$ cat config.mk
export PLATFORM = sky130hd
export DESIGN_NAME = drive_enable_interlock_fsm_core
export DESIGN_NICKNAME = d
export VERILOG_FILES = /design/src/hw/rtl/dei_pkg.sv /design/src/hw/rtl/drive_enable_interlock_fsm_core.sv /design/src/hw/rtl/dei_step.sv
export SDC_FILE = /design/constraint.sdc
export NUM_CORES = 1
export LEC_CHECK = 0
export BUFFER_PORTS_ARGS = -buffer_cell sky130_fd_sc_hd__buf_2
export CAP_MARGIN = 20
export CORE_MARGIN = 1.5
export CORE_UTILIZATION = 45
export DETAILED_ROUTE_END_ITERATION = 7
export REMOVE_ABC_BUFFERS = 1
export SLEW_MARGIN = 20
export SYNTH_ARGS = -nofsm -noshare
export SYNTH_HDL_FRONTEND = slang
export SYNTH_SLANG_ARGS = --single-unit
$ cat constraint.sdc
create_clock -name clk -period 10.3 [get_ports clk]
set_clock_uncertainty 0.05 [all_clocks]
set_input_delay 1.545 -clock clk [delete_from_list [all_inputs] [get_ports clk]]
set_output_delay 1.545 -clock clk [all_outputs]
set_load 0.01 [all_outputs]
$ cat src/hw/rtl/dei_pkg.sv
// Types and constants shared by the drive-enable interlock block.
package dei_pkg;

  // Field widths
  localparam int unsigned CountW   = 16;
  localparam int unsigned TimerW   = 16;
  localparam int unsigned TimeoutW = 16;
  localparam int unsigned StepW    = 8;
  localparam int unsigned VsmW     = 8;
  localparam int unsigned CfgDataW = 16;
  localparam int unsigned CfgIdxW  = 1;

  // Configuration register indexes
  localparam logic [CfgIdxW-1:0] CFG_TIMEOUT = 1'd0;
  localparam logic [CfgIdxW-1:0] CFG_STEP    = 1'd1;

  // Reset values
  localparam logic [TimeoutW-1:0] TIMEOUT_RESET = 16'd500;
  localparam logic [StepW-1:0]    STEP_RESET    = 8'd10;
  localparam logic [TimerW-1:0]   TIMER_MAX     = '1;

  // Inverter state codes that count as ready
  localparam logic [VsmW-1:0] VSM_READY   = 8'd5;
  localparam logic [VsmW-1:0] VSM_RUNNING = 8'd6;

  typedef enum logic [2:0] {
    ST_DISCONNECTED = 3'd0,
    ST_DISABLED     = 3'd1,
    ST_UNLOCKING    = 3'd2,
    ST_ENABLED      = 3'd3,
    ST_READY        = 3'd4
  } state_t;

  // One control tick
  typedef struct packed {
    logic [CountW-1:0] msg_count;
    logic              inverter_enabled;
    logic [VsmW-1:0]   vsm_code;
    logic              brake_on;
    logic              button_pressed;
  } in_t;

  // One result
  typedef struct packed {
    logic [2:0] fsm_state;
    logic       enable_request;
    logic       drive_ready;
    logic       link_alive;
  } out_t;

  // Updated state handed back from the step logic
  typedef struct packed {
    state_t            state_next;
    logic [TimerW-1:0] timer_next;
  } step_t;

endpackage

$ cat src/hw/rtl/drive_enable_interlock_fsm_core.sv
// Top level of the drive-enable interlock: input register, step logic, result register.
//
// Each request is one control tick; the block returns exactly one result per tick,
// giving the interlock state after the step, the inverter enable request, the
// drive-ready flag and whether the inverter link is alive. A request is taken every
// clock cycle while the input register is empty or the result register is free. The
// request is captured in the input register, and its result is loaded into the result
// register when that is free. The rate is set by the loop through the state, silence
// timer and previous-count registers. A new request is accepted while a finished
// result still waits in the result register, as long as the input register is empty.
// After reset the timer is saturated, so the link counts as lost until a message count
// change is seen. Configuration (timeout_ms at index 0, step_ms at index 1) is to be
// written only while the block is idle.
module drive_enable_interlock_fsm_core (
  input  logic                           clk,
  input  logic                           rst,
  input  logic                           in_valid,
  output logic                           in_ready,
  input  dei_pkg::in_t                   in_data,
  output logic                           out_valid,
  input  logic                           out_ready,
  output dei_pkg::out_t                  out_data,
  input  logic                           cfg_we,
  input  logic [dei_pkg::CfgIdxW-1:0]    cfg_index,
  input  logic [dei_pkg::CfgDataW-1:0]   cfg_data
);

  logic [dei_pkg::TimeoutW-1:0] timeout_ms;
  logic [dei_pkg::StepW-1:0]    step_ms;
  dei_pkg::state_t              state;
  logic [dei_pkg::TimerW-1:0]   timer;
  logic [dei_pkg::CountW-1:0]   prev_count;
  logic                         s1_valid;
  dei_pkg::in_t                 s1_data;
  logic                         out_free;
  logic                         advance;
  dei_pkg::step_t               upd;
  dei_pkg::out_t                result;

  // Handshake: the result register frees up when empty or being taken
  assign out_free = !out_valid || out_ready;
  assign advance  = s1_valid && out_free;
  assign in_ready = !s1_valid || out_free;

  // Configuration registers
  always_ff @(posedge clk) begin
    if (rst) begin
      timeout_ms <= dei_pkg::TIMEOUT_RESET;
      step_ms    <= dei_pkg::STEP_RESET;
    end else if (cfg_we) begin
      case (cfg_index)
        dei_pkg::CFG_TIMEOUT: timeout_ms <= cfg_data[dei_pkg::TimeoutW-1:0];
        dei_pkg::CFG_STEP:    step_ms    <= cfg_data[dei_pkg::StepW-1:0];
        default: ;
      endcase
    end
  end

  // Input register
  always_ff @(posedge clk) begin
    if (rst) begin
      s1_valid <= 1'b0;
    end else if (in_ready) begin
      s1_valid <= in_valid;
    end
  end

  always_ff @(posedge clk) begin
    if (in_ready && in_valid) begin
      s1_data <= in_data;
    end
  end

  dei_step u_step (
    .tick       (s1_data),
    .state      (state),
    .timer      (timer),
    .prev_count (prev_count),
    .timeout_ms (timeout_ms),
    .step_ms    (step_ms),
    .upd        (upd),
    .result     (result)
  );

  // Interlock state, silence timer and last count: advance with each tick
  always_ff @(posedge clk) begin
    if (rst) begin
      state      <= dei_pkg::ST_DISCONNECTED;
      timer      <= dei_pkg::TIMER_MAX;
      prev_count <= '0;
    end else if (advance) begin
      state      <= upd.state_next;
      timer      <= upd.timer_next;
      prev_count <= s1_data.msg_count;
    end
  end

  // Result register
  always_ff @(posedge clk) begin
    if (rst) begin
      out_valid <= 1'b0;
    end else if (out_free) begin
      out_valid <= s1_valid;
    end
  end

  always_ff @(posedge clk) begin
    if (advance) begin
      out_data <= result;
    end
  end

  // Drive-ready always comes with the enable request
  a_ready_implies_enable: assert property (@(posedge clk) disable iff (rst)
    out_valid |-> (!out_data.drive_ready || out_data.enable_request))
    else $error("drive_ready without enable_request");

  // A lost link always reports the disconnected state
  a_lost_disconnected: assert property (@(posedge clk) disable iff (rst)
    (out_valid && !out_data.link_alive) |-> (out_data.fsm_state == dei_pkg::ST_DISCONNECTED))
    else $error("link lost but state not disconnected");

  // The reported state matches the state register after each step
  a_state_matches: assert property (@(posedge clk) disable iff (rst)
    advance |=> (out_data.fsm_state == state))
    else $error("result state differs from state register");

  // A changed message count clears the silence timer
  a_timer_clear: assert property (@(posedge clk) disable iff (rst)
    (advance && (s1_data.msg_count != prev_count)) |=> (timer == '0))
    else $error("silence timer not cleared on new message");

endmodule

$ cat src/hw/rtl/dei_step.sv
// Combinational step of the interlock: silence timer, link check and next state.
module dei_step (
  input  dei_pkg::in_t                      tick,
  input  dei_pkg::state_t                   state,
  input  logic [dei_pkg::TimerW-1:0]        timer,
  input  logic [dei_pkg::CountW-1:0]        prev_count,
  input  logic [dei_pkg::TimeoutW-1:0]      timeout_ms,
  input  logic [dei_pkg::StepW-1:0]         step_ms,
  output dei_pkg::step_t                    upd,
  output dei_pkg::out_t                     result
);

  logic [dei_pkg::TimerW:0]   timer_sum;
  logic [dei_pkg::TimerW-1:0] timer_new;
  logic                       alive;
  logic                       inv_en;
  logic                       inv_rdy;
  logic                       brake;
  logic                       button;
  dei_pkg::state_t            state_next;

  // Advance the silence timer with saturation, or clear it on a new message
  assign timer_sum = {1'b0, timer} + {{(dei_pkg::TimerW + 1 - dei_pkg::StepW){1'b0}}, step_ms};

  always_comb begin
    if (tick.msg_count == prev_count) begin
      if (timer_sum[dei_pkg::TimerW]) begin
        timer_new = dei_pkg::TIMER_MAX;
      end else begin
        timer_new = timer_sum[dei_pkg::TimerW-1:0];
      end
    end else begin
      timer_new = '0;
    end
  end

  assign alive = (timer_new < timeout_ms);

  // With the link lost, take the inverter as enabled and not ready
  assign inv_en  = alive ? tick.inverter_enabled : 1'b1;
  assign inv_rdy = alive && ((tick.vsm_code == dei_pkg::VSM_READY) ||
                             (tick.vsm_code == dei_pkg::VSM_RUNNING));
  assign brake   = tick.brake_on;
  assign button  = tick.button_pressed;

  // Next state: first matching condition wins
  always_comb begin
    state_next = dei_pkg::ST_DISCONNECTED;
    case (state)
      dei_pkg::ST_DISCONNECTED: begin
        state_next = alive ? dei_pkg::ST_DISABLED : dei_pkg::ST_DISCONNECTED;
      end
      dei_pkg::ST_DISABLED: begin
        if (!alive) state_next = dei_pkg::ST_DISCONNECTED;
        else if (brake && button) state_next = dei_pkg::ST_UNLOCKING;
        else state_next = dei_pkg::ST_DISABLED;
      end
      dei_pkg::ST_UNLOCKING: begin
        if (!alive) state_next = dei_pkg::ST_DISCONNECTED;
        else if (!brake || !button) state_next = dei_pkg::ST_DISABLED;
        else if (inv_en) state_next = dei_pkg::ST_ENABLED;
        else state_next = dei_pkg::ST_UNLOCKING;
      end
      dei_pkg::ST_ENABLED: begin
        if (!alive) state_next = dei_pkg::ST_DISCONNECTED;
        else if (!inv_en) state_next = dei_pkg::ST_DISABLED;
        else if (inv_rdy) state_next = dei_pkg::ST_READY;
        else state_next = dei_pkg::ST_ENABLED;
      end
      dei_pkg::ST_READY: begin
        if (!alive) state_next = dei_pkg::ST_DISCONNECTED;
        else if (!inv_rdy) state_next = dei_pkg::ST_ENABLED;
        else if (!inv_en) state_next = dei_pkg::ST_DISABLED;
        else state_next = dei_pkg::ST_READY;
      end
      default: begin
        state_next = dei_pkg::ST_DISCONNECTED;
      end
    endcase
  end

  // Outputs decoded from the new state, with the link flag and the updated timer passed through
  always_comb begin
    upd.state_next        = state_next;
    upd.timer_next        = timer_new;
    result.fsm_state      = state_next;
    result.enable_request = (state_next == dei_pkg::ST_UNLOCKING) ||
                            (state_next == dei_pkg::ST_ENABLED) ||
                            (state_next == dei_pkg::ST_READY);
    result.drive_ready    = (state_next == dei_pkg::ST_READY);
    result.link_alive     = alive;
  end

endmodule

==> flow_summary.yaml <==
final_layout:
  regArea_mm2: 0.002212
  n_fill_cell: 933
  synthToLayoutAreaGrowth_pct: 12.60
  nNetsFinal: 613
  drive_gt1_frac: 0.1688
  multiInputGateArea_mm2: 0.002218
  antenna_cells: 0
worst_setup_path:
  r2r_end: "out_data[1]"
  crit_type: "reg -> reg"
  rrSetupSlack_ns: 6.55
  reg2reg_from: "step_ms[0]"
  endpoint_kind: "flip-flop"
  rr_worst_depth: 15
  worstSetupStartpointType: "flip-flop"
  crit_fanout: 5
  cp.required_ns: 10.49
  cp.arrival_ns: 3.94
floorplanning:
  rows: 36
  die_area_mm2: 0.01087
  core_area_mm2: 0.009864
  start_util: 0.4679
  die_w_um: 104.3
  io_pins: 57
  die_h_um: 104.3
yosys:
  synth-seq-cells: 94
  netlist_instances: 491
  synth_cell_types: 55
  yosys_warnings: 0
  synth_area_mm2: 0.004616
  avgSynthCellArea_um2: 9.401
  postSynth.asyncResetShare: 0
  synth-edff-count: 33
  ys.flop_type: "dfxtp_1"
  seq_area_frac_synth: 0.4793
worst_hold_path:
  holdPathEnd: "timeout_ms[0]"
  min_path_cells: 2
  hp-start: "timeout_ms[0]"
  hp-class: "reg -> reg"
detailed_routing:
  num_vias: 3545
  vias_per_cell: 5.229
  wirelength_mm: 9.749
  drt-met1-wl_mm: 4.591
  firstDrtPassIters: 4
  final_antenna_net_count: 0
  drc: 0
  wl_met3_um: 373
  wire_per_inst_um: 14.38
  dr_wl_met2_mm: 4.606
  highest_layer: "met4"
  initialDrtViolationCount: 138
clocking:
  cts.sinks: 94
  cts_resized: 0
  clockBufferDepth: 2
  hold_buffers: 0
  htree_levels: 3
  cts_buffers: 9
  worstSkewPairLatency_ns: 0.37
  cts_setup_buffers: 0
  path_clk_slew_ns: 0.10
  cts_tree: "built"
  cts_root_buf: "clkbuf_8"
power:
  p_leak_nw: 2.120
  ir_drop_mv: 0.08516
  p_total_mw: 0.7878
  p_per_area_mw_per_mm2: 151.6
sta:
  post-route-period-util: 0.3641
  setup_viol: 0
  finalSetupTns_ns: 0
  rsz0062_at_grt: "no"
  hold_violations: 0
  drv_slew: 0
  worst_pin_slew_ns: 0.8207
  period_needed_ns: 3.750
  clock.fmax_mhz: 266.7
  hold_ws_ns: 0.4051
  max-slew-margin-rel: 0.4529
global_routing:
  grt_pass1_wl_mm: 16.26
  grt_overflow: 0
  grt_pass1_vias: 3471
  grt_use_total: 0.1894
  grt_max_degree: 43
  antenna_found_initial: 0
placement:
  place.gp.congestion: 0.8383
  dpl.hpwl_mm: 6.937
  portBuffers: 56
run_status:
  status: "finished clean"
run:
  max_cap_violations: 0
[how the worst max path moves through the flow]
stage | to | startpoint
2_1_floorplan | timer[9] | out_ready
3_3_place_gp | in_ready | out_ready
3_5_place_dp | in_ready | out_ready
4_1_cts | out_data[1] | step_ms[0]
5_1_grt | out_data[1] | step_ms[0]
6_report | out_data[1] | step_ms[0]
[kinds of logic after synthesis]
kind of cell / share of synthesized area
xor+xnor: 0.04175
compound gates: 0.1754
simple gates: 0.1965
flops: 0.4793
buf+inv: 0.04039
fa+ha+maj: 0.06669
[synthesized netlist by cell type, drive strengths merged (6+ instances only)]
cell	count	area, µm²
nand2	90	337.8
o211ai	9	67.56
a31oi	10	62.56
clkbuf	15	56.30
a21oi	58	294.0
inv	23	88.84
and2	9	56.30
buf	6	41.28
nor4	9	131.4
nand3	6	42.54
edfxtp	33	991.0
dfxtp	61	1221
nor3	7	40.04
xor2	20	175.2
o21a	6	45.04
nand2b	7	43.79
ha	23	287.8
nor2	34	127.6
o21ai	22	113.9
[metrics by stage]
step	cells	util	cell area [µm²]	setup WS, ns
finish	678	0.5269	5197	6.550
global placement	662	0.5056	4987	6.654
CTS	678	0.5268	5196	6.613
detailed placement	662	0.5056	4987	6.621
floorplan	470	-	4518	6.553
global route	678	0.5269	5197	6.306
[layout by cell type (no fill, tap or decap), drive strengths merged, types with 7 or more instances in the layout]
cell type / instances
o21ai: 22
nor4: 9
nand2b: 7
and2: 9
o211ai: 9
clkbuf: 9
a31oi: 10
dfxtp: 61
ha: 23
nor2: 34
nand2: 90
edfxtp: 33
buf: 59
nor3: 7
xor2: 20
inv: 24
a21oi: 58
[routing by layer]
metal	vias up	GRT usage
met5	-	0
met1	1634	0.2422
met2	74	0.3148
li1	1823	-
met4	0	0.08036
met3	14	0.03258
[report_power, final]
| group | switching [mW] | internal [mW] | leakage, nW | total (mW) |
|---|---|---|---|---|
| Combinational | 0.0688 | 0.0448 | 1.20 | 0.114 |
| Sequential | 0.0131 | 0.405 | 0.817 | 0.418 |
| Clock | 0.141 | 0.115 | 0.103 | 0.256 |
| Total | 0.222 | 0.565 | 2.12 | 0.788 |
[cell type report]
| type | instances | share of cell area |
|---|---|---|
| Multi-Input combinational cell | 353 | 0.4268 |
| Sequential cell | 94 | 0.4256 |
| Tap cell | 133 | 0.03202 |
| Timing Repair Buffer | 59 | 0.05826 |
| Inverter | 23 | 0.01709 |
| Clock buffer | 9 | 0.02383 |
| Clock inverter | 7 | 0.01637 |
[critical path: stages, from the launching register on]
cell and delay, ns:
dfxtp_1 0.32, ha_1 0.24, fa_1 0.44, a211oi_1 0.40, o21ai_2 0.18, and2_1 0.21
a21oi_1 0.21, nor2_1 0.07, ha_1 0.22, a211oi_1 0.22, nor2_1 0.08, nor4_1 0.31
o21bai_1 0.15, a211o_4 0.32, inv_4 0.07, and2_1 0.12
[flip-flops by register name, indices dropped and copies added, names as in the netlist]
name	flops
state	3
step_ms	8
out_valid	1
prev_count	16
s1_valid	1
out_data	6
timer	16
s1_data	27
timeout_ms	16
(Power assumes the default switching activity.)
